File: config.mk
export PLATFORM = sky130hd
export DESIGN_NAME = depth_ir_to_grey_mapper
export DESIGN_NICKNAME = d
export VERILOG_FILES = /design/src/hdl/dig_pkg.sv /design/src/hdl/dig_ram.sv /design/src/hdl/depth_ir_to_grey_mapper.sv
export SDC_FILE = /design/constraint.sdc
export NUM_CORES = 2
export LEC_CHECK = 0
export ABC_CLOCK_PERIOD_IN_PS = 8950
export BUFFER_PORTS_ARGS = -buffer_cell sky130_fd_sc_hd__buf_2
export CAP_MARGIN = 40
export CORE_MARGIN = 3
export CORE_UTILIZATION = 35
export DETAILED_ROUTE_END_ITERATION = 10
export GPL_ROUTABILITY_DRIVEN = 0
export SLEW_MARGIN = 20
export SYNTH_ARGS = -nofsm -noshare
export SYNTH_HDL_FRONTEND = slang
export SYNTH_HIERARCHICAL = 1
export SYNTH_SLANG_ARGS = --single-unit
File: constraint.sdc
create_clock -name i_clk -period 8.95 [get_ports i_clk]
set_clock_uncertainty 0.05 [all_clocks]
set_input_delay 0.895 -clock i_clk [delete_from_list [all_inputs] [get_ports i_clk]]
set_output_delay 0.895 -clock i_clk [all_outputs]
set_load 0.05 [all_outputs]
File: src/hdl/dig_pkg.sv
// Shared constants and types for the depth/infrared to grey mapper.
package dig_pkg;

    localparam int TONE_ENTRIES_DEF = 256;

    localparam int SAMPLE_W   = 16;
    localparam int MM_W       = 13;
    localparam int RECIP_W    = 25;
    localparam int GAIN_W     = 16;
    localparam int TIDX_W     = 8;
    localparam int GREY_W     = 8;
    localparam int CFG_IDX_W  = 3;
    localparam int CFG_DATA_W = 25;
    localparam int PROD_A_W   = 28;

    typedef enum logic [CFG_IDX_W-1:0] {
        CFG_MODE        = 3'd0,
        CFG_NEAR_MM     = 3'd1,
        CFG_FAR_MM      = 3'd2,
        CFG_DEPTH_RECIP = 3'd3,
        CFG_CLIP_EN     = 3'd4,
        CFG_IR_GAIN     = 3'd5
    } t_cfg_idx;

    localparam logic OP_PIXEL    = 1'b0;
    localparam logic OP_TABLE_WR = 1'b1;

    localparam logic MODE_DEPTH = 1'b0;
    localparam logic MODE_IR    = 1'b1;

    localparam logic              RST_MODE  = MODE_DEPTH;
    localparam logic [MM_W-1:0]   RST_NEAR  = 13'd500;
    localparam logic [MM_W-1:0]   RST_FAR   = 13'd4500;
    localparam logic [RECIP_W-1:0] RST_RECIP = 25'd4194;
    localparam logic              RST_CLIP  = 1'b1;
    localparam logic [GAIN_W-1:0] RST_GAIN  = 16'd4096;

    localparam logic [RECIP_W-1:0] ONE_Q24  = 25'h100_0000;
    localparam logic [RECIP_W-1:0] HALF_Q24 = 25'h080_0000;
    localparam logic [28:0]        IR_FULL  = 29'd268431360;
    localparam int                 IR_DIV   = 65535;

    typedef struct packed {
        logic              op;
        logic              sv;
        logic              black;
        logic [TIDX_W-1:0] tidx;
        logic [GREY_W-1:0] tval;
    } t_ctl;

endpackage

File: src/hdl/dig_ram.sv
// Generic single-write, single-read RAM with registered read data.
module dig_ram #(
    parameter int WIDTH = 8,
    parameter int DEPTH = 256
) (
    input  logic                     i_clk,
    input  logic                     i_we,
    input  logic [$clog2(DEPTH)-1:0] i_waddr,
    input  logic [WIDTH-1:0]         i_wdata,
    input  logic                     i_re,
    input  logic [$clog2(DEPTH)-1:0] i_raddr,
    output logic [WIDTH-1:0]         o_rdata
);

    logic [WIDTH-1:0] r_mem [DEPTH];
    logic [WIDTH-1:0] r_rdata;

    always_ff @(posedge i_clk) begin
        if (i_we) begin
            r_mem[i_waddr] <= i_wdata;
        end
        if (i_re) begin
            r_rdata <= r_mem[i_raddr];
        end
    end

    assign o_rdata = r_rdata;

endmodule

File: src/hdl/depth_ir_to_grey_mapper.sv
// Top level: depth/infrared sample to grey mapper with loadable tone table.
// Seven register stages lie between input transfer and grey result.
// One item per cycle unless stalled; a table write uses a slot, gives no result.
// Stall from the output ripples back through the stage valid bits to o_stall.
// Synchronous active-low reset clears stage valids and loads register defaults;
// tone table contents are undefined until written.
module depth_ir_to_grey_mapper #(
    parameter int TONE_ENTRIES = dig_pkg::TONE_ENTRIES_DEF
) (
    input  logic                             i_clk,
    input  logic                             i_rst_n,
    input  logic                             i_cfg_wr_en,
    input  logic [dig_pkg::CFG_IDX_W-1:0]    i_cfg_index,
    input  logic [dig_pkg::CFG_DATA_W-1:0]   i_cfg_data,
    input  logic                             i_valid,
    output logic                             o_stall,
    input  logic                             i_opcode,
    input  logic [dig_pkg::SAMPLE_W-1:0]     i_sample,
    input  logic                             i_sample_valid,
    input  logic [dig_pkg::TIDX_W-1:0]       i_table_index,
    input  logic [dig_pkg::GREY_W-1:0]       i_table_value,
    output logic                             o_valid,
    input  logic                             i_stall,
    output logic [dig_pkg::GREY_W-1:0]       o_grey
);

    import dig_pkg::*;

    localparam int IDX_W = $clog2(TONE_ENTRIES);
    localparam logic [IDX_W-1:0] LAST = IDX_W'(TONE_ENTRIES - 1);
    localparam int T_W   = SAMPLE_W + RECIP_W;
    localparam int P_W   = SAMPLE_W + GAIN_W;
    localparam int PW    = PROD_A_W + IDX_W;
    localparam int YW    = PW - 11;
    localparam int QW    = YW - 15;
    localparam int TXW   = ((TIDX_W > IDX_W) ? TIDX_W : IDX_W) + 1;
    localparam int NSTG  = 7;

    // configuration registers
    logic               r_mode;
    logic [MM_W-1:0]    r_near;
    logic [MM_W-1:0]    r_far;
    logic [RECIP_W-1:0] r_recip;
    logic               r_clip;
    logic [GAIN_W-1:0]  r_gain;

    always_ff @(posedge i_clk) begin
        if (!i_rst_n) begin
            r_mode  <= RST_MODE;
            r_near  <= RST_NEAR;
            r_far   <= RST_FAR;
            r_recip <= RST_RECIP;
            r_clip  <= RST_CLIP;
            r_gain  <= RST_GAIN;
        end else if (i_cfg_wr_en) begin
            unique case (t_cfg_idx'(i_cfg_index))
                CFG_MODE:        r_mode  <= i_cfg_data[0];
                CFG_NEAR_MM:     r_near  <= i_cfg_data[MM_W-1:0];
                CFG_FAR_MM:      r_far   <= i_cfg_data[MM_W-1:0];
                CFG_DEPTH_RECIP: r_recip <= i_cfg_data[RECIP_W-1:0];
                CFG_CLIP_EN:     r_clip  <= i_cfg_data[0];
                CFG_IR_GAIN:     r_gain  <= i_cfg_data[GAIN_W-1:0];
                default: ;
            endcase
        end
    end

    // stage handshake
    logic [NSTG-1:0] r_vld;
    logic [NSTG-1:0] n_vld;
    logic [NSTG-1:0] rdy;

    t_ctl r0_ctl, r1_ctl, r2_ctl, r3_ctl, r4_ctl, r5_ctl;

    always_comb begin
        rdy[NSTG-1] = !r_vld[NSTG-1] || !i_stall;
        for (int k = NSTG - 2; k >= 0; k--) begin
            rdy[k] = !r_vld[k] || rdy[k+1];
        end
    end

    always_comb begin
        n_vld[0] = i_valid;
        for (int k = 1; k < NSTG - 1; k++) begin
            n_vld[k] = r_vld[k-1];
        end
        n_vld[NSTG-1] = r_vld[NSTG-2] && (r5_ctl.op == OP_PIXEL);
    end

    always_ff @(posedge i_clk) begin
        if (!i_rst_n) begin
            r_vld <= '0;
        end else begin
            for (int k = 0; k < NSTG; k++) begin
                if (rdy[k]) begin
                    r_vld[k] <= n_vld[k];
                end
            end
        end
    end

    assign o_stall = !rdy[0];
    assign o_valid = r_vld[NSTG-1];

    // stage 0: window tests and offset from near edge
    logic [MM_W:0]       n0_near_p1;
    logic [MM_W:0]       n0_fe;
    logic                n0_black;
    logic                n0_gt;
    logic [SAMPLE_W-1:0] n0_diff;
    t_ctl                n0_ctl;

    logic [SAMPLE_W-1:0] r0_sample;
    logic                r0_gt;
    logic [SAMPLE_W-1:0] r0_diff;

    always_comb begin
        n0_near_p1 = {1'b0, r_near} + (MM_W+1)'(1);
        n0_fe      = ({1'b0, r_far} < n0_near_p1) ? n0_near_p1 : {1'b0, r_far};
        n0_black   = (r_mode == MODE_DEPTH) &&
                     (!i_sample_valid || (i_sample == '0) ||
                      (r_clip && ((i_sample < SAMPLE_W'(r_near)) ||
                                  (i_sample > SAMPLE_W'(n0_fe)))));
        n0_gt      = i_sample > SAMPLE_W'(r_near);
        n0_diff    = i_sample - SAMPLE_W'(r_near);
        n0_ctl.op    = i_opcode;
        n0_ctl.sv    = i_sample_valid;
        n0_ctl.black = n0_black;
        n0_ctl.tidx  = i_table_index;
        n0_ctl.tval  = i_table_value;
    end

    // stage 1: depth and infrared products
    logic [T_W-1:0] r1_t;
    logic [P_W-1:0] r1_p;
    logic           r1_gt;

    // stage 2: saturate and invert
    logic [RECIP_W-1:0]  n2_tsat;
    logic [RECIP_W-1:0]  r2_v;
    logic                r2_full;
    logic [PROD_A_W-1:0] r2_p;

    always_comb begin
        if (!r1_gt) begin
            n2_tsat = '0;
        end else if (r1_t > T_W'(ONE_Q24)) begin
            n2_tsat = ONE_Q24;
        end else begin
            n2_tsat = r1_t[RECIP_W-1:0];
        end
    end

    // stage 3: scale by last table index
    logic [PROD_A_W-1:0] n3_a;
    logic [PW-1:0]       r3_prod;
    logic                r3_full;

    assign n3_a = (r_mode == MODE_IR) ? r2_p : PROD_A_W'(r2_v);

    // stage 4: round depth index, divide infrared term by 2^13 * 65535
    logic [PW:0]    n4_dsum;
    logic [PW+1:0]  n4_x;
    logic [YW-1:0]  n4_y;
    logic [YW:0]    n4_ysum;
    logic [IDX_W-1:0] r4_didx;
    logic [YW-1:0]  r4_y;
    logic [QW-1:0]  r4_q1;
    logic           r4_full;

    always_comb begin
        n4_dsum = (PW+1)'(r3_prod) + (PW+1)'(HALF_Q24);
        n4_x    = ((PW+2)'(r3_prod) << 1) + (PW+2)'(IR_FULL);
        n4_y    = n4_x[PW+1:13];
        n4_ysum = (YW+1)'(n4_y) + (YW+1)'(n4_y >> 16);
    end

    // stage 5: quotient correction, index select, table address
    logic [YW-1:0]    n5_r;
    logic [IDX_W-1:0] n5_q;
    logic [IDX_W-1:0] n5_idx;
    logic [TXW-1:0]   n5_wext;
    logic [IDX_W-1:0] r5_idx;
    logic [IDX_W-1:0] r5_waddr;
    logic             r5_wok;

    always_comb begin
        n5_r    = r4_y + YW'(r4_q1) - (YW'(r4_q1) << 16);
        n5_q    = r4_q1[IDX_W-1:0] + IDX_W'(n5_r >= YW'(IR_DIV));
        n5_wext = TXW'(r4_ctl.tidx);
        if (r_mode == MODE_DEPTH) begin
            n5_idx = r4_didx;
        end else if (!r4_ctl.sv) begin
            n5_idx = '0;
        end else if (r4_full) begin
            n5_idx = LAST;
        end else begin
            n5_idx = n5_q;
        end
    end

    always_ff @(posedge i_clk) begin
        if (rdy[0]) begin
            r0_ctl    <= n0_ctl;
            r0_sample <= i_sample;
            r0_gt     <= n0_gt;
            r0_diff   <= n0_diff;
        end
        if (rdy[1]) begin
            r1_ctl <= r0_ctl;
            r1_gt  <= r0_gt;
            r1_t   <= T_W'(r0_diff) * T_W'(r_recip);
            r1_p   <= P_W'(r0_sample) * P_W'(r_gain);
        end
        if (rdy[2]) begin
            r2_ctl  <= r1_ctl;
            r2_v    <= ONE_Q24 - n2_tsat;
            r2_full <= r1_p >= P_W'(IR_FULL);
            r2_p    <= r1_p[PROD_A_W-1:0];
        end
        if (rdy[3]) begin
            r3_ctl  <= r2_ctl;
            r3_full <= r2_full;
            r3_prod <= PW'(n3_a) * PW'(LAST);
        end
        if (rdy[4]) begin
            r4_ctl  <= r3_ctl;
            r4_full <= r3_full;
            r4_didx <= n4_dsum[24 +: IDX_W];
            r4_y    <= n4_y;
            r4_q1   <= n4_ysum[YW:16];
        end
        if (rdy[5]) begin
            r5_ctl   <= r4_ctl;
            r5_idx   <= n5_idx;
            r5_waddr <= n5_wext[IDX_W-1:0];
            r5_wok   <= n5_wext < TXW'(TONE_ENTRIES);
        end
    end

    // stage 6: tone table access
    logic              ram_we;
    logic [GREY_W-1:0] ram_rdata;
    logic              r6_black;

    assign ram_we = r_vld[NSTG-2] && (r5_ctl.op == OP_TABLE_WR) && r5_wok && rdy[NSTG-1];

    dig_ram #(
        .WIDTH (GREY_W),
        .DEPTH (TONE_ENTRIES)
    ) u_tone_ram (
        .i_clk   (i_clk),
        .i_we    (ram_we),
        .i_waddr (r5_waddr),
        .i_wdata (r5_ctl.tval),
        .i_re    (rdy[NSTG-1]),
        .i_raddr (r5_idx),
        .o_rdata (ram_rdata)
    );

    always_ff @(posedge i_clk) begin
        if (rdy[NSTG-1]) begin
            r6_black <= r5_ctl.black;
        end
    end

    assign o_grey = r6_black ? '0 : ram_rdata;

endmodule

==> report_table.html <==
<table>
<tr><th>Metric</th><th>Value</th></tr>
<tr><th colspan="2">Run status</th></tr>
<tr><td>Result of the run</td><td>finished, final reports clean</td></tr>
<tr><th colspan="2">Floorplanning</th></tr>
<tr><td>Floorplan row count</td><td>218</td></tr>
<tr><td>Die Outline Area</td><td>roughly 360000 um2</td></tr>
<tr><td>Die extent in x</td><td>approximately 600 um</td></tr>
<tr><td>Initial core utilization</td><td>35.2%</td></tr>
<tr><td>Number of top-level pins</td><td>77</td></tr>
<tr><td>Area of the core</td><td>353000 um2</td></tr>
<tr><td>Die Span Y</td><td>602 um</td></tr>
<tr><th colspan="2">Timing</th></tr>
<tr><td>Period utilization</td><td>about 82%</td></tr>
<tr><td>Time the final worst path needs with I/O delays and setup</td><td>7.33 ns</td></tr>
<tr><td>Unrepaired setup endpoints after global routing</td><td>false</td></tr>
<tr><td>Worst max-slew margin expressed relative to the limit</td><td>13.5%</td></tr>
<tr><td>Hold WS</td><td>0.168 ns</td></tr>
<tr><td>Fin. max-slew vios</td><td>0</td></tr>
<tr><td>Number of hold violations in the final report</td><td>0</td></tr>
<tr><td>Setup TNS</td><td>0 ns</td></tr>
<tr><td>Final setup vio count</td><td>0</td></tr>
<tr><td>Slew at the pin closest to its max-slew limit</td><td>between 1 and 1.5 ns</td></tr>
<tr><td>Peak clock frequency supported by timing</td><td>~140 MHz</td></tr>
<tr><th colspan="2">Routing</th></tr>
<tr><td>Remaining antenna violation count after routing</td><td>0</td></tr>
<tr><td>Count of vias placed by the detailed router</td><td>69291</td></tr>
<tr><td>First-pass DRT Iterations</td><td>6</td></tr>
<tr><td>DRC</td><td>0</td></tr>
<tr><td>Wire length per cell</td><td>23.2 um</td></tr>
<tr><td>Overall routed net length</td><td>308 mm</td></tr>
<tr><td>DRC marker count from the first detailed-route iteration</td><td>6480</td></tr>
<tr><td>Vias per Instance</td><td>5.22</td></tr>
<tr><th colspan="2">Power and ir drop</th></tr>
<tr><td>Clock network fraction of design power</td><td>31.1%</td></tr>
<tr><td>Net switching power of the design</td><td>about 11 mW</td></tr>
<tr><td>Internal portion of total power</td><td>24.0 mW</td></tr>
<tr><td>Flop pwr share</td><td>between 30 and 40%</td></tr>
<tr><td>Peak supply drop</td><td>0.210 mV</td></tr>
<tr><td>Pwr Density</td><td>253 nW/um2</td></tr>
<tr><td>Switching part of the total</td><td>31.8%</td></tr>
<tr><td>Leak pwr</td><td>49.8 nW</td></tr>
<tr><td>Relative contribution of combinational cells to total power</td><td>30.4%</td></tr>
<tr><th colspan="2">Worst hold path</th></tr>
<tr><td>Hold Crit Start</td><td>i_table_index[2]</td></tr>
<tr><td>End point of the most critical hold path</td><td>r0_ctl[10]</td></tr>
<tr><td>Depth of the worst hold-timing path</td><td>1</td></tr>
<tr><td>Tightest Hold Check Type</td><td>in -&gt; reg</td></tr>
<tr><th colspan="2">Logic synthesis</th></tr>
<tr><td>Cell area after synthesis</td><td>124000 um2</td></tr>
<tr><td>Synthesized netlist net count</td><td>around 9200</td></tr>
<tr><td>Most repeated cell in the gate-level netlist after synthesis</td><td>sky130_fd_sc_hd__edfxtp_1</td></tr>
<tr><td>Gate count after technology mapping</td><td>8149</td></tr>
<tr><td>Library cell occupying the most area in the post-synthesis netlist</td><td>sky130_fd_sc_hd__edfxtp_1</td></tr>
<tr><td>Synthesized area per cell</td><td>15.2 um2</td></tr>
<tr><td>Flops &amp; latches, synth</td><td>2485</td></tr>
<tr><td>Distinct cell type count of the synthesized netlist</td><td>94</td></tr>
<tr><td>Top cells by instance count after synthesis</td><td>sky130_fd_sc_hd__edfxtp_1 (2409), sky130_fd_sc_hd__inv_1 (869), sky130_fd_sc_hd__nand2_1 (648)</td></tr>
<tr><td>Number of warnings printed during yosys synthesis</td><td>6</td></tr>
<tr><td>Async SR Flop Fraction</td><td>0%</td></tr>
<tr><td>Share of the synthesized area in the top cell type</td><td>58.3%</td></tr>
<tr><td>Leading cell types by total area after synthesis</td><td>sky130_fd_sc_hd__edfxtp_1 (58%), sky130_fd_sc_hd__fa_1 (10%), sky130_fd_sc_hd__mux4_2 (8.2%), sky130_fd_sc_hd__ha_1 (3.7%), sky130_fd_sc_hd__inv_1 (2.6%)</td></tr>
<tr><td>EDFF count, synth</td><td>2409</td></tr>
<tr><td>Most instantiated flip-flop cell in the synthesis netlist</td><td>sky130_fd_sc_hd__edfxtp_1</td></tr>
<tr><td>Portion of the post-synthesis area used by sequential elements</td><td>59.5%</td></tr>
<tr><th colspan="2">Clocking</th></tr>
<tr><td>Number of levels in the clock H-tree</td><td>5</td></tr>
<tr><td>Number of post-CTS setup repair buffers</td><td>0</td></tr>
<tr><td>Clock sink count</td><td>roughly 2500</td></tr>
<tr><td>Clock buffer depth</td><td>4</td></tr>
<tr><td>Total CTS buffers</td><td>271</td></tr>
<tr><td>Post-cts repair resize count</td><td>0</td></tr>
<tr><td>Insertion delay to the later sink of the worst-skew pair</td><td>0.85 ns</td></tr>
<tr><td>Clock edge transition at the registers on the reported setup and hold paths</td><td>approximately 0.06 ns</td></tr>
<tr><td>Clock tree root buffer cell</td><td>sky130_fd_sc_hd__clkbuf_16</td></tr>
<tr><td>Total of hold buffers inserted after clock tree synthesis</td><td>0</td></tr>
<tr><td>Clock tree from TritonCTS</td><td>built</td></tr>
<tr><th colspan="2">Critical path</th></tr>
<tr><td>Largest stage delay on the critical path</td><td>around 0.87 ns</td></tr>
<tr><td>Most common cell on crit path</td><td>sky130_fd_sc_hd__fa_1</td></tr>
<tr><td>Arrival @ worst endpoint</td><td>7.82 ns</td></tr>
<tr><td>R2r startpoint</td><td>r_recip[11]</td></tr>
<tr><td>Category of the most critical setup path</td><td>reg -&gt; reg</td></tr>
<tr><td>Crit path cell chain</td><td>nand2_1 -&gt; fa_1 -&gt; inv_1 -&gt; fa_1 -&gt; fa_1 -&gt; fa_1 -&gt; fa_1 -&gt; inv_1 -&gt; fa_1 -&gt; inv_1 -&gt; ha_1 -&gt; a21o_1 -&gt; a21oi_1 -&gt; o21ai_0 -&gt; a221o_1 -&gt; a31oi_1 -&gt; o311ai_1 -&gt; a21oi_1 -&gt; o21ai_0 -&gt; a211oi_1 -&gt; nor2_1</td></tr>
<tr><td>Critical Path Slowest Stage Cell</td><td>sky130_fd_sc_hd__dfxtp_1</td></tr>
<tr><td>Kind of end point of the critical path</td><td>register</td></tr>
<tr><td>Data required time of the worst path</td><td>9.44 ns</td></tr>
<tr><td>Reg2Reg Setup Slack</td><td>1.62 ns</td></tr>
<tr><td>Reg2reg path depth</td><td>21</td></tr>
<tr><td>CP max FO</td><td>17</td></tr>
<tr><td>Setup crit start kind</td><td>register</td></tr>
<tr><td>Worst reg2reg endpoint</td><td>r1_t[37]</td></tr>
<tr><th colspan="2">Global routing</th></tr>
<tr><td>Maximum number of pins on one net before global-route repair</td><td>201</td></tr>
<tr><td>Total grt overflow</td><td>0</td></tr>
<tr><td>Global-route wire length before repair</td><td>466 mm</td></tr>
<tr><td>Antenna violations before repair</td><td>5</td></tr>
<tr><td>Number of global-route vias before repair</td><td>71831</td></tr>
<tr><td>Gr usage total</td><td>between 10% and 20%</td></tr>
<tr><th colspan="2">Finish</th></tr>
<tr><td>Utilization of the core after routing</td><td>about two fifths</td></tr>
<tr><td>Synth-to-layout area growth</td><td>12.4%</td></tr>
<tr><td>Fraction of final layout cells sized beyond drive strength 1</td><td>14.1%</td></tr>
<tr><td>Number of nets in the finished design</td><td>9412</td></tr>
<tr><td>Post-Layout Inst Area</td><td>~140000 um2</td></tr>
<tr><th colspan="2">Place</th></tr>
<tr><td>Area of placed instances</td><td>130000 um2</td></tr>
<tr><td>Number of I/O port buffers</td><td>76</td></tr>
<tr><td>Hpwl dp</td><td>205 mm</td></tr>
<tr><th colspan="2">Job</th></tr>
<tr><td>Max-capacitance violation count</td><td>0</td></tr>
</table>
[worst max-delay path, delay by kind of cell, from the launching register on]
kind	cells	cell delay, ns
adders and majority gates	7	3.54
AOI/OAI and AO/OA	9	2.17
DFF	1	0.87
and+or+nand+nor	2	0.27
buffers and inverters	3	0.18
[metrics by stage]
stage | setup WS [ns] | total power [mW] | std cells
floorplan | 2.40 | 21.6 | 8149
global placement | 1.53 | 24.3 | 12659
detailed placement | 1.57 | 24.6 | 12724
CTS | 1.54 | 35.6 | 13211
global route | 1.22 | 37.1 | 13281
finish | 1.62 | 35.3 | 13282
[power by group through the flow]
stage	sequential, mW	clock [mW]	combinational (mW)
detailed placement	13.9	0	10.7
global placement	13.9	0	10.5
finish	13.6	11.0	10.7
global route	13.6	11.7	11.8
CTS	13.6	11.2	10.8
floorplan	13.8	0	7.82
[registers in the layout, summed over array words and instances (netlist names), 19 cells and up]
register	cells
r_recip	25
r1_p	32
r2_v	25
r4_y	25
r1_t	41
r2_p	28
u_tone_ram/r_mem	2048
r0_ctl	19
r3_ctl	19
r3_prod	25
r1_ctl	19
r2_ctl	19
[logic make-up after synthesis]
kind of cell             Yosys count  synth area share [%]
buffers and inverters           1256                  4.28
flip-flops                      2485                  59.5
adder cells (fa/ha/maj)         1010                  14.1
XOR/XNOR                         162                  1.15
AND/OR/NAND/NOR                 1718                  6.47
AO/OA/AOI/OAI                    885                  4.82
multiplexers                     632                  9.71
other                              1               0.00302
[layer usage]
metal  GRT usage (%)  wire, um
met3            2.54     21000
met1            23.0    128000
met5               0         0
met2            27.7    149000
met4            4.90      8990
[worst max-delay path by stage]
stage	from	end	slack, ns	depth (start not counted)
CTS	r0_diff[13]	r1_t[37]	1.54	20
finish	r_recip[11]	r1_t[37]	1.62	21
global route	r_recip[11]	r1_t[39]	1.22	19
floorplan	r0_diff[9]	r1_t[35]	2.40	23
global placement	r0_diff[12]	r1_t[39]	1.53	19
detailed placement	r0_diff[6]	r1_t[37]	1.57	22
[cells in the final DEF, fill, tap and decap left out, types with 26 or more instances in the layout]
cell,Yosys,final
sky130_fd_sc_hd__edfxtp_1,2409,2409
sky130_fd_sc_hd__inv_1,869,867
sky130_fd_sc_hd__nand2_1,648,644
sky130_fd_sc_hd__fa_1,644,644
sky130_fd_sc_hd__mux4_2,454,454
sky130_fd_sc_hd__nor2_1,419,416
sky130_fd_sc_hd__ha_1,366,366
sky130_fd_sc_hd__clkbuf_16,0,278
sky130_fd_sc_hd__and2_1,260,260
sky130_fd_sc_hd__a21oi_1,211,211
sky130_fd_sc_hd__mux2i_1,160,160
sky130_fd_sc_hd__buf_4,27,159
sky130_fd_sc_hd__a22oi_1,137,137
sky130_fd_sc_hd__xnor2_1,109,109
sky130_fd_sc_hd__o21ai_0,95,95
sky130_fd_sc_hd__buf_2,33,81
sky130_fd_sc_hd__nand3_1,83,80
sky130_fd_sc_hd__dfxtp_1,76,75
sky130_fd_sc_hd__nor3_1,63,63
sky130_fd_sc_hd__a21boi_0,59,59
sky130_fd_sc_hd__clkinv_1,1,58
sky130_fd_sc_hd__nor2b_1,60,57
sky130_fd_sc_hd__clkbuf_1,257,56
sky130_fd_sc_hd__xor2_1,52,52
sky130_fd_sc_hd__a21o_1,50,50
sky130_fd_sc_hd__o221ai_1,48,48
sky130_fd_sc_hd__o211ai_1,40,40
sky130_fd_sc_hd__o21a_1,35,35
sky130_fd_sc_hd__nor4_1,39,34
sky130_fd_sc_hd__nand4_1,33,33
sky130_fd_sc_hd__o22ai_1,31,31
sky130_fd_sc_hd__clkinv_2,0,31
sky130_fd_sc_hd__a211oi_1,30,30
sky130_fd_sc_hd__nand2b_1,26,26
[area by class of cell]
class / instances / area, um2
clock inverter: 150 / 1490
fill: 32226 / 213000
sequential: 2485 / 73900
tap: 4730 / 5920
antenna: 3 / 7.51
inverter: 870 / 3270
multi-input combinational: 4408 / 45100
timing repair buffer: 299 / 2740
clock buffer: 337 / 7210
Power figures use the tool's default switching activity.
